### config.mk
export PLATFORM = sky130hd
export DESIGN_NAME = linear_adsr_envelope_flat
export DESIGN_NICKNAME = d
export VERILOG_FILES = /design/src/rtl/core/lae_pkg.sv /design/src/rtl/core/lae_if.sv /design/src/rtl/core/linear_adsr_envelope.sv /design/src/rtl/core/lae_ctrl.sv /design/src/rtl/core/lae_dp.sv /design/src/flat_wrapper.sv
export VERILOG_INCLUDE_DIRS = /design/src /design/src/rtl/core
export SDC_FILE = /design/constraint.sdc
export NUM_CORES = 2
export LEC_CHECK = 0
export ABC_CLOCK_PERIOD_IN_PS = 6800
export BUFFER_PORTS_ARGS = -buffer_cell sky130_fd_sc_hd__buf_2
export CORE_ASPECT_RATIO = 1.4
export CORE_MARGIN = 2
export CORE_UTILIZATION = 40
export CTS_CLUSTER_SIZE = 16
export DETAILED_ROUTE_END_ITERATION = 16
export GPL_TIMING_DRIVEN = 0
export HOLD_SLACK_MARGIN = 0.06
export PLACE_DENSITY = 0.65
export SKIP_CTS_REPAIR_TIMING = 1
export SLEW_MARGIN = 20
export SYNTH_ARGS = -nofsm -noshare
export SYNTH_HDL_FRONTEND = slang
export SYNTH_SLANG_ARGS = --single-unit
### constraint.sdc
create_clock -name i_clk -period 6.8 [get_ports i_clk]
set_input_delay 1.36 -clock i_clk [delete_from_list [all_inputs] [get_ports i_clk]]
set_output_delay 1.36 -clock i_clk [all_outputs]
set_load 0.01 [all_outputs]
### src/rtl/core/linear_adsr_envelope_assert.svh
// Assertion macros shared by the envelope RTL.
`ifndef LINEAR_ADSR_ENVELOPE_ASSERT_SVH
`define LINEAR_ADSR_ENVELOPE_ASSERT_SVH

// Same-cycle implication, disabled while reset is low.
`define LAE_ASSERT_IMP(label, clk, rst_n, ante, cons) \
    label: assert property (@(posedge clk) disable iff (!rst_n) (ante) |-> (cons)) \
        else $error("envelope check failed");

// Next-cycle implication, disabled while reset is low.
`define LAE_ASSERT_NXT(label, clk, rst_n, ante, cons) \
    label: assert property (@(posedge clk) disable iff (!rst_n) (ante) |=> (cons)) \
        else $error("envelope check failed");

`endif

### src/rtl/core/lae_pkg.sv
// Types and constants shared by the linear ADSR envelope.
`default_nettype none

package lae_pkg;

    typedef enum logic [1:0] {
        ACT_TICK    = 2'd0,
        ACT_TRIGGER = 2'd1,
        ACT_RELEASE = 2'd2,
        ACT_FORCED  = 2'd3
    } t_action;

    typedef enum logic [1:0] {
        REG_ATTACK_LENGTH  = 2'd0,
        REG_DECAY_LENGTH   = 2'd1,
        REG_SUSTAIN_LEVEL  = 2'd2,
        REG_RELEASE_LENGTH = 2'd3
    } t_cfg_reg;

    typedef enum logic [4:0] {
        PH_IDLE    = 5'b00001,
        PH_ATTACK  = 5'b00010,
        PH_DECAY   = 5'b00100,
        PH_SUSTAIN = 5'b01000,
        PH_RELEASE = 5'b10000
    } t_phase;

    typedef enum logic [3:0] {
        S_IDLE = 4'b0001,
        S_MUL  = 4'b0010,
        S_DIV  = 4'b0100,
        S_PUT  = 4'b1000
    } t_state;

    typedef struct packed {
        logic take_tick;
        logic apply_event;
        logic mul;
        logic div_step;
        logic commit;
    } t_cmd;

    typedef struct packed {
        logic ramp;
    } t_stat;

    localparam int ATTACK_RESET  = 480;
    localparam int DECAY_RESET   = 4800;
    localparam int SUSTAIN_RESET = 45875;
    localparam int RELEASE_RESET = 9600;

endpackage

`default_nettype wire

### src/rtl/core/lae_if.sv
// Channel interfaces: input items, result words and register writes.
`default_nettype none

interface lae_in_if import lae_pkg::*; #(
    parameter int LENGTH_BITS = 24
);
    logic                   valid;
    logic                   ready;
    t_action                action;
    logic [LENGTH_BITS-1:0] forced_length;

    modport source (output valid, action, forced_length, input ready);
    modport sink   (input valid, action, forced_length, output ready);
endinterface

interface lae_out_if #(
    parameter int LEVEL_BITS = 16
);
    logic                  valid;
    logic                  ready;
    logic [LEVEL_BITS-1:0] level;

    modport source (output valid, level, input ready);
    modport sink   (input valid, level, output ready);
endinterface

interface lae_cfg_if import lae_pkg::*; #(
    parameter int DATA_BITS = 24
);
    logic                 valid;
    logic                 ready;
    t_cfg_reg             index;
    logic [DATA_BITS-1:0] data;

    modport source (output valid, index, data, input ready);
    modport sink   (input valid, index, data, output ready);
endinterface

`default_nettype wire

### src/rtl/core/linear_adsr_envelope.sv
// Top level of the linear ADSR envelope generator.
//
//   channel  modport  dir  payload
//   i_in     sink     in   action, forced_length
//   o_out    source   out  level
//   i_cfg    sink     in   index, data (ready always high)
//
// A tick in attack, decay or release runs through these steps:
// accept, one multiply, one restoring divide step per quotient bit, result load.
// A tick in idle or sustain skips to result load; other words apply at accept.
// Reset is synchronous, active low, and restores registers and stage state.
// A result waits in the output register; the next input word is accepted
// meanwhile, and a tick only stalls at its result load while that slot is full.
`default_nettype none

module linear_adsr_envelope import lae_pkg::*; #(
    parameter int LEVEL_BITS  = 16,
    parameter int LENGTH_BITS = 24
) (
    input  wire      i_clk,
    input  wire      i_rst_n,
    lae_in_if.sink   i_in,
    lae_out_if.source o_out,
    lae_cfg_if.sink  i_cfg
);

    t_cmd  cmd;
    t_stat stat;

    assign i_cfg.ready = 1'b1;

    lae_ctrl #(
        .LEVEL_BITS (LEVEL_BITS)
    ) u_ctrl (
        .i_clk       (i_clk),
        .i_rst_n     (i_rst_n),
        .i_in_valid  (i_in.valid),
        .i_in_action (i_in.action),
        .o_in_ready  (i_in.ready),
        .o_out_valid (o_out.valid),
        .i_out_ready (o_out.ready),
        .i_stat      (stat),
        .o_cmd       (cmd)
    );

    lae_dp #(
        .LEVEL_BITS  (LEVEL_BITS),
        .LENGTH_BITS (LENGTH_BITS)
    ) u_dp (
        .i_clk           (i_clk),
        .i_rst_n         (i_rst_n),
        .i_cmd           (cmd),
        .o_stat          (stat),
        .i_action        (i_in.action),
        .i_forced_length (i_in.forced_length),
        .i_cfg_we        (i_cfg.valid),
        .i_cfg_index     (i_cfg.index),
        .i_cfg_data      (i_cfg.data),
        .o_level         (o_out.level)
    );

endmodule

`default_nettype wire

### src/rtl/core/lae_ctrl.sv
// Sequencer for the envelope: handshake, multiply and divide steps, result slot.
`default_nettype none

`include "linear_adsr_envelope_assert.svh"

module lae_ctrl import lae_pkg::*; #(
    parameter int LEVEL_BITS = 16
) (
    input  logic    i_clk,
    input  logic    i_rst_n,
    input  logic    i_in_valid,
    input  t_action i_in_action,
    output logic    o_in_ready,
    output logic    o_out_valid,
    input  logic    i_out_ready,
    input  t_stat   i_stat,
    output t_cmd    o_cmd
);

    localparam int STEP_BITS = $clog2(LEVEL_BITS);
    localparam logic [STEP_BITS-1:0] LAST_STEP = STEP_BITS'(LEVEL_BITS - 1);

    t_state               r_state, n_state;
    logic [STEP_BITS-1:0] r_step, n_step;
    logic                 r_out_valid, n_out_valid;
    logic                 accept;
    logic                 slot_free;

    assign o_in_ready  = (r_state == S_IDLE);
    assign accept      = i_in_valid & o_in_ready;
    assign slot_free   = ~r_out_valid | i_out_ready;
    assign o_out_valid = r_out_valid;

    always_comb begin
        n_state = r_state;
        n_step  = r_step;
        o_cmd   = '0;
        unique case (r_state)
            S_IDLE: begin
                if (accept) begin
                    if (i_in_action == ACT_TICK) begin
                        o_cmd.take_tick = 1'b1;
                        n_state = i_stat.ramp ? S_MUL : S_PUT;
                    end else begin
                        o_cmd.apply_event = 1'b1;
                    end
                end
            end
            S_MUL: begin
                o_cmd.mul = 1'b1;
                n_step    = LAST_STEP;
                n_state   = S_DIV;
            end
            S_DIV: begin
                o_cmd.div_step = 1'b1;
                if (r_step == '0) begin
                    n_state = S_PUT;
                end else begin
                    n_step = r_step - 1'b1;
                end
            end
            S_PUT: begin
                // hold until the result slot is empty or draining
                if (slot_free) begin
                    o_cmd.commit = 1'b1;
                    n_state      = S_IDLE;
                end
            end
            default: begin
                n_state = S_IDLE;
            end
        endcase
    end

    assign n_out_valid = o_cmd.commit | (r_out_valid & ~i_out_ready);

    always_ff @(posedge i_clk) begin
        if (!i_rst_n) begin
            r_state     <= S_IDLE;
            r_step      <= '0;
            r_out_valid <= 1'b0;
        end else begin
            r_state     <= n_state;
            r_step      <= n_step;
            r_out_valid <= n_out_valid;
        end
    end

    `LAE_ASSERT_NXT(a_mul_to_div, i_clk, i_rst_n, r_state == S_MUL, r_state == S_DIV && r_step == LAST_STEP)
    `LAE_ASSERT_NXT(a_div_to_put, i_clk, i_rst_n, r_state == S_DIV && r_step == '0, r_state == S_PUT)
    `LAE_ASSERT_IMP(a_out_from_put, i_clk, i_rst_n, $rose(r_out_valid), $past(r_state == S_PUT))

endmodule

`default_nettype wire

### src/rtl/core/lae_dp.sv
// Envelope datapath: registers, stage state, multiplier and restoring divider.
`default_nettype none

`include "linear_adsr_envelope_assert.svh"

module lae_dp import lae_pkg::*; #(
    parameter int LEVEL_BITS  = 16,
    parameter int LENGTH_BITS = 24
) (
    input  logic                   i_clk,
    input  logic                   i_rst_n,
    input  t_cmd                   i_cmd,
    output t_stat                  o_stat,
    input  t_action                i_action,
    input  logic [LENGTH_BITS-1:0] i_forced_length,
    input  logic                   i_cfg_we,
    input  t_cfg_reg               i_cfg_index,
    input  logic [((LEVEL_BITS > LENGTH_BITS) ? LEVEL_BITS : LENGTH_BITS)-1:0] i_cfg_data,
    output logic [LEVEL_BITS-1:0]  o_level
);

    localparam int PROD_BITS = LEVEL_BITS + LENGTH_BITS;

    // configuration
    logic [LENGTH_BITS-1:0] r_attack_len;
    logic [LENGTH_BITS-1:0] r_decay_len;
    logic [LEVEL_BITS-1:0]  r_sustain;
    logic [LENGTH_BITS-1:0] r_release_len;

    // envelope state
    t_phase                 r_phase, n_phase;
    logic [LEVEL_BITS-1:0]  r_cur, n_cur;
    logic [LEVEL_BITS-1:0]  r_start, n_start;
    logic [LEVEL_BITS-1:0]  r_target, n_target;
    logic [LENGTH_BITS-1:0] r_count, n_count;
    logic [LENGTH_BITS-1:0] r_seg_len, n_seg_len;

    // ramp working registers
    logic                   r_rising;
    logic [LEVEL_BITS-1:0]  r_mag;
    logic [LENGTH_BITS-1:0] r_rem;
    logic [LEVEL_BITS-1:0]  r_quo;
    logic [LEVEL_BITS-1:0]  r_level;

    logic                   ramp;
    logic [PROD_BITS-1:0]   product;
    logic [LENGTH_BITS:0]   rem_ext;
    logic [LENGTH_BITS:0]   rem_diff;
    logic                   rem_ge;
    logic [LEVEL_BITS-1:0]  quo_sat;
    logic [LEVEL_BITS-1:0]  ramp_level;
    logic [LEVEL_BITS-1:0]  commit_level;
    logic [LENGTH_BITS-1:0] count_inc;

    function automatic logic [LENGTH_BITS-1:0] at_least_one(input logic [LENGTH_BITS-1:0] len);
        return (len == '0) ? LENGTH_BITS'(1) : len;
    endfunction

    assign ramp = (r_phase == PH_ATTACK) || (r_phase == PH_DECAY) || (r_phase == PH_RELEASE);
    assign o_stat.ramp = ramp;

    assign product  = PROD_BITS'(r_mag) * PROD_BITS'(r_count);
    assign rem_ext  = {r_rem, r_quo[LEVEL_BITS-1]};
    assign rem_diff = rem_ext - {1'b0, r_seg_len};
    assign rem_ge   = (rem_ext >= {1'b0, r_seg_len});

    assign quo_sat    = (r_quo > r_mag) ? r_mag : r_quo;
    assign ramp_level = r_rising ? (r_start + quo_sat) : (r_start - quo_sat);
    assign count_inc  = r_count + 1'b1;

    always_comb begin
        if (r_phase == PH_SUSTAIN) begin
            commit_level = r_sustain;
        end else if (ramp) begin
            commit_level = ramp_level;
        end else begin
            commit_level = '0;
        end
    end

    always_comb begin
        n_phase   = r_phase;
        n_cur     = r_cur;
        n_start   = r_start;
        n_target  = r_target;
        n_count   = r_count;
        n_seg_len = r_seg_len;
        if (i_cmd.apply_event) begin
            unique case (i_action)
                ACT_TRIGGER: begin
                    n_phase   = PH_ATTACK;
                    n_start   = r_cur;
                    n_target  = '1;
                    n_count   = '0;
                    n_seg_len = at_least_one(r_attack_len);
                end
                ACT_RELEASE: begin
                    // ignored while idle
                    if (r_phase != PH_IDLE) begin
                        n_phase   = PH_RELEASE;
                        n_start   = r_cur;
                        n_target  = '0;
                        n_count   = '0;
                        n_seg_len = at_least_one(r_release_len);
                    end
                end
                ACT_FORCED: begin
                    n_phase   = PH_RELEASE;
                    n_start   = r_cur;
                    n_target  = '0;
                    n_count   = '0;
                    n_seg_len = at_least_one(i_forced_length);
                end
                ACT_TICK: begin
                end
                default: begin
                end
            endcase
        end else if (i_cmd.commit) begin
            unique case (r_phase) inside
                PH_SUSTAIN: begin
                    n_cur = r_sustain;
                end
                PH_ATTACK, PH_DECAY, PH_RELEASE: begin
                    n_cur   = ramp_level;
                    n_count = count_inc;
                    if (count_inc >= r_seg_len) begin
                        // advance to the next stage
                        if (r_phase == PH_ATTACK) begin
                            n_phase   = PH_DECAY;
                            n_start   = '1;
                            n_target  = r_sustain;
                            n_count   = '0;
                            n_seg_len = at_least_one(r_decay_len);
                        end else if (r_phase == PH_DECAY) begin
                            n_phase   = PH_SUSTAIN;
                            n_cur     = r_sustain;
                            n_start   = r_sustain;
                            n_target  = r_sustain;
                            n_count   = '0;
                            n_seg_len = '0;
                        end else begin
                            n_phase = PH_IDLE;
                            n_cur   = '0;
                        end
                    end
                end
                default: begin
                end
            endcase
        end
    end

    always_ff @(posedge i_clk) begin
        if (!i_rst_n) begin
            r_attack_len  <= LENGTH_BITS'(ATTACK_RESET);
            r_decay_len   <= LENGTH_BITS'(DECAY_RESET);
            r_sustain     <= LEVEL_BITS'(SUSTAIN_RESET);
            r_release_len <= LENGTH_BITS'(RELEASE_RESET);
            r_phase       <= PH_IDLE;
            r_cur         <= '0;
            r_start       <= '0;
            r_target      <= '0;
            r_count       <= '0;
            r_seg_len     <= '0;
        end else begin
            if (i_cfg_we) begin
                unique case (i_cfg_index)
                    REG_ATTACK_LENGTH:  r_attack_len  <= i_cfg_data[LENGTH_BITS-1:0];
                    REG_DECAY_LENGTH:   r_decay_len   <= i_cfg_data[LENGTH_BITS-1:0];
                    REG_SUSTAIN_LEVEL:  r_sustain     <= i_cfg_data[LEVEL_BITS-1:0];
                    REG_RELEASE_LENGTH: r_release_len <= i_cfg_data[LENGTH_BITS-1:0];
                    default: begin
                    end
                endcase
            end
            r_phase   <= n_phase;
            r_cur     <= n_cur;
            r_start   <= n_start;
            r_target  <= n_target;
            r_count   <= n_count;
            r_seg_len <= n_seg_len;
        end
    end

    always_ff @(posedge i_clk) begin
        if (i_cmd.take_tick) begin
            r_rising <= (r_target >= r_start);
            r_mag    <= (r_target >= r_start) ? (r_target - r_start) : (r_start - r_target);
        end
        if (i_cmd.mul) begin
            // high part is below the length since count < length
            r_rem <= product[PROD_BITS-1 -: LENGTH_BITS];
            r_quo <= product[LEVEL_BITS-1:0];
        end else if (i_cmd.div_step) begin
            r_rem <= rem_ge ? rem_diff[LENGTH_BITS-1:0] : rem_ext[LENGTH_BITS-1:0];
            r_quo <= {r_quo[LEVEL_BITS-2:0], rem_ge};
        end
        if (i_cmd.commit) begin
            r_level <= commit_level;
        end
    end

    assign o_level = r_level;

    `LAE_ASSERT_IMP(a_ramp_count, i_clk, i_rst_n, ramp, r_count < r_seg_len)
    `LAE_ASSERT_IMP(a_sustain_len, i_clk, i_rst_n, r_phase == PH_SUSTAIN, r_seg_len == '0)

endmodule

`default_nettype wire

### src/flat_wrapper.sv
// flat-port wrapper written by rule: the top's interface ports become plain ports
module linear_adsr_envelope_flat import lae_pkg::*;
#(
    parameter int LEVEL_BITS  = 16,
    parameter int LENGTH_BITS = 24
)
  (i_clk, i_rst_n, i_in_valid, i_in_action, i_in_forced_length, i_in_ready, o_out_valid, o_out_level, o_out_ready, i_cfg_valid, i_cfg_index, i_cfg_data, i_cfg_ready);
  lae_in_if #(.LENGTH_BITS(LENGTH_BITS)) i_in_i ();
  lae_out_if #(.LEVEL_BITS(LEVEL_BITS)) o_out_i ();
  lae_cfg_if #(.DATA_BITS(LENGTH_BITS)) i_cfg_i ();
  input  wire i_clk;
  input  wire i_rst_n;
  input wire logic [$bits(i_in_i.valid)-1:0] i_in_valid;
  input wire logic [$bits(i_in_i.action)-1:0] i_in_action;
  input wire logic [$bits(i_in_i.forced_length)-1:0] i_in_forced_length;
  output wire logic [$bits(i_in_i.ready)-1:0] i_in_ready;
  output wire logic [$bits(o_out_i.valid)-1:0] o_out_valid;
  output wire logic [$bits(o_out_i.level)-1:0] o_out_level;
  input wire logic [$bits(o_out_i.ready)-1:0] o_out_ready;
  input wire logic [$bits(i_cfg_i.valid)-1:0] i_cfg_valid;
  input wire logic [$bits(i_cfg_i.index)-1:0] i_cfg_index;
  input wire logic [$bits(i_cfg_i.data)-1:0] i_cfg_data;
  output wire logic [$bits(i_cfg_i.ready)-1:0] i_cfg_ready;
  assign i_in_i.valid = i_in_valid;
  assign i_in_i.action = i_in_action;
  assign i_in_i.forced_length = i_in_forced_length;
  assign i_in_ready = i_in_i.ready;
  assign o_out_valid = o_out_i.valid;
  assign o_out_level = o_out_i.level;
  assign o_out_i.ready = o_out_ready;
  assign i_cfg_i.valid = i_cfg_valid;
  assign i_cfg_i.index = i_cfg_index;
  assign i_cfg_i.data = i_cfg_data;
  assign i_cfg_ready = i_cfg_i.ready;
  linear_adsr_envelope #(.LEVEL_BITS(LEVEL_BITS), .LENGTH_BITS(LENGTH_BITS)) u_core (.i_clk(i_clk), .i_rst_n(i_rst_n), .i_in(i_in_i), .o_out(o_out_i), .i_cfg(i_cfg_i));
endmodule
==> impl_metrics.ini <==
[status]
outcome = finished clean

[detailed_routing]
drc = 0
drt_iter0_drc = 1691
vias_per_cell = 5.515
wirelength_um = 96130
ant_nets = 0
wl_per_cell_um = 20.65
drt_first_pass_iters = 6
vias = 25680

[power_and_ir_drop]
netSwitchingFraction = 0.3951
clkPwrFrac = 0.243
p_leak_nw = 14.99
power_density_mw_per_mm2 = 191.2
p_int_w = 0.003913
power_frac_seq = 0.301
peakVddDrop_uv = 208.4
p_comb_frac = 0.456
p_sw_w = 0.002556

[timing]
fin_crit_sh = 0.9887
slew_headroom = 0.3313
skew_ps = 15.37
setup_viol = 0
finalHoldViolations = 0
max_freq_mhz = 148.7
setup_tns_ps = 0
fin_crit_ps = 6723
worst_pin_slew_ps = 1003
finalWorstSetupSlack_ps = 77.14
finalMaxSlewViolations = 0

[clock_network]
cts_max_path_buffers = 3
cts_tree = done
clock_latency_ps = 560
root_buffer = clkbuf_16
htreeDepth = 1
clk_pin_slew_ps = 70
numCtsBuffers = 26
clock_sinks = 271

[logic_synthesis]
ys_types = 96
yosysWarnings = 0
yosysSeqAreaShare = 0.2066
synth_area_per_cell_um2 = 8.480
synth_cells = 3514
synth_edf_count = 73
syn-num-nets = 4106
synth_flop_cell = dfxtp_1
synth.cell_area_mm2 = 0.02980
ys_async_sr_fraction = 0
ys_ff_latch = 271

[worst_setup_path]
cp-end-kind = register
critical_path_required_ps = 7080
cp_data_arrival_time_ps = 7000
worstPathMaxFanout = 10
worstSetupPathType = reg -> reg
crit_path_start_kind = register

[floorplan]
num_rows = 118
die_height_um = 326.9
core_mm2 = 0.07382
die_area_mm2 = 0.07672
initial_core_util = 0.4036
boundaryPins = 76
die_w_um = 234.7

[min_path]
min_path_type = reg -> reg

[grt]
antenna_found_initial = 1
grt_overflow = 0
first_global_vias = 26220
grt_start_max_net_pins = 28
grt_pass1_wl_um = 146900
grt_use_total = 0.2437

[place]
hpwl_um = 77250
dp_slack_ps = -1290
place.gp.congestion = 0.9310
portBuffers = 74

[final_layout]
nFillCells = 7361
syn2layout_area_growth_pct = 13.55
final_nets = 4269
fin_util = 0.4583
drive_above_1_share = 0.1177
regArea_mm2 = 0.006180
diodes = 0
multi_input_comb_area_mm2 = 0.02134

[job]
cap_violations = 0
[cell usage after synthesis, types with 14 or more instances]
library cell	n	share of area
edfxtp_1	73	0.074
nand4_1	34	0.0071
a31oi_1	23	0.0048
nand3_1	53	0.0089
nor4_1	40	0.0084
ha_1	225	0.094
nor3_1	36	0.0060
nor2_1	118	0.015
o31ai_1	14	0.0035
fa_1	310	0.21
or3_1	28	0.0059
o21ai_0	94	0.016
xor2_1	38	0.011
nor2b_1	17	0.0036
o211ai_1	44	0.011
and2_1	164	0.034
a221o_1	15	0.0050
clkbuf_1	177	0.022
a21oi_1	176	0.030
mux2i_1	108	0.036
a21o_1	53	0.013
dfxtp_1	198	0.13
xnor2_1	67	0.020
nand2b_1	15	0.0031
mux2_2	26	0.0098
inv_1	463	0.058
a211oi_1	19	0.0048
nand2_1	614	0.077
o21a_1	18	0.0045
a22oi_1	26	0.0066
[critical path: stages, from the launching register on]
cell      delay (ps)
edfxtp_1         520
buf_6            200
buf_6            140
and2_1           170
fa_2             470
fa_1             580
fa_1             470
fa_1             530
fa_1             530
inv_1             50
fa_1             500
inv_2             50
ha_4             290
nand4_1          190
nor2_4           190
nand2_1           70
or3_4            430
a21oi_4          230
a221oi_2          90
o41ai_2          440
xnor2_1          210
o21ai_1           90
[state kept, by name, summed over array words and instances (netlist names), 5 cells and up]
signal,cells
u_core.u_dp.r_target,16
u_core.u_dp.r_start,16
u_core.u_dp.r_seg_len,24
u_core.u_dp.r_release_len,24
u_core.u_dp.r_phase,5
u_core.u_dp.o_level,16
u_core.u_dp.r_attack_len,24
u_core.u_dp.r_quo,16
u_core.u_dp.r_decay_len,24
u_core.u_dp.r_rem,24
u_core.u_dp.r_count,24
u_core.u_dp.r_sustain,16
u_core.u_dp.r_mag,16
u_core.u_dp.r_cur,16
[worst paths after layout]
kind | start | end | slack [ps] | cells after the start
worst max-delay path | u_core.u_dp.r_mag[13] | u_core.u_dp.r_rem[23] | 80 | 21
worst min-delay path | u_core.u_dp.r_seg_len[2] | u_core.u_dp.r_seg_len[2] | 460 | 2
worst max register to register | u_core.u_dp.r_mag[13] | u_core.u_dp.r_rem[23] | 80 | 21
worst min register to register | u_core.u_dp.r_seg_len[2] | u_core.u_dp.r_seg_len[2] | 460 | 2
[layer usage]
layer | vias up | wire (µm) | GRT usage
li1 | 12000 | - | -
met1 | 12400 | 34440 | 0.2627
met2 | 943 | 49470 | 0.4585
met3 | 332 | 4519 | 0.01888
met4 | 0 | 7695 | 0.1538
met5 | - | 0 | 0
[power groups by stage]
| stage | combinational [W] | clock, W | sequential [W] |
|---|---|---|---|
| finish | 0.00295 | 0.00157 | 0.00195 |
| global route | 0.00318 | 0.00165 | 0.00196 |
| global placement | 0.00268 | 0 | 0.00199 |
| detailed placement | 0.00271 | 0 | 0.00199 |
| floorplan | 0.00196 | 0 | 0.00194 |
| CTS | 0.00272 | 0.00160 | 0.00196 |
[final cells by class]
class | instances | area share
multi-input combinational | 2561 | 0.6307
buffer | 198 | 0.04086
sequential | 271 | 0.1826
clock buffer | 32 | 0.02145
tap | 960 | 0.03550
inverter | 465 | 0.05159
timing repair buffer | 154 | 0.03195
clock inverter | 15 | 0.005325
[cell families (layout without fill, tap and decap cells)]
family | count (synthesis) | in the layout | share of synthesized area
AO/OA/AOI/OAI | 606 | 606 | 0.1358
XOR/XNOR | 106 | 106 | 0.03162
adder cells (fa/ha/maj) | 535 | 535 | 0.3028
buffers and inverters | 682 | 864 | 0.09045
flip-flops | 271 | 271 | 0.2066
multiplexers | 136 | 136 | 0.04762
other | 1 | 1 | 0.0001259
AND/OR/NAND/NOR | 1177 | 1177 | 0.1850
[metrics by stage]
stage / power [W] / hold WS (ps) / instance area, µm² / cells
2_1_floorplan: 0.003902 / 438.0 / 29800 / 3514
3_3_place_gp: 0.004675 / 445.2 / 31370 / 4548
3_5_place_dp: 0.004699 / 454.2 / 31420 / 4551
4_1_cts: 0.006281 / 463.8 / 32320 / 4598
5_1_grt: 0.006790 / 480.6 / 33840 / 4656
6_report: 0.006469 / 462.2 / 33840 / 4656
[layout by cell type (no fill, tap or decap), types with 83 or more instances in the layout]
cell type and instances:
ha_1 209, a21oi_1 171, clkbuf_1 100, mux2i_1 108
fa_1 302, and2_1 161, o21ai_0 89, nand2_1 613
inv_1 458, nor2_1 116, buf_2 83, dfxtp_1 185
(Power assumes the default switching activity.)
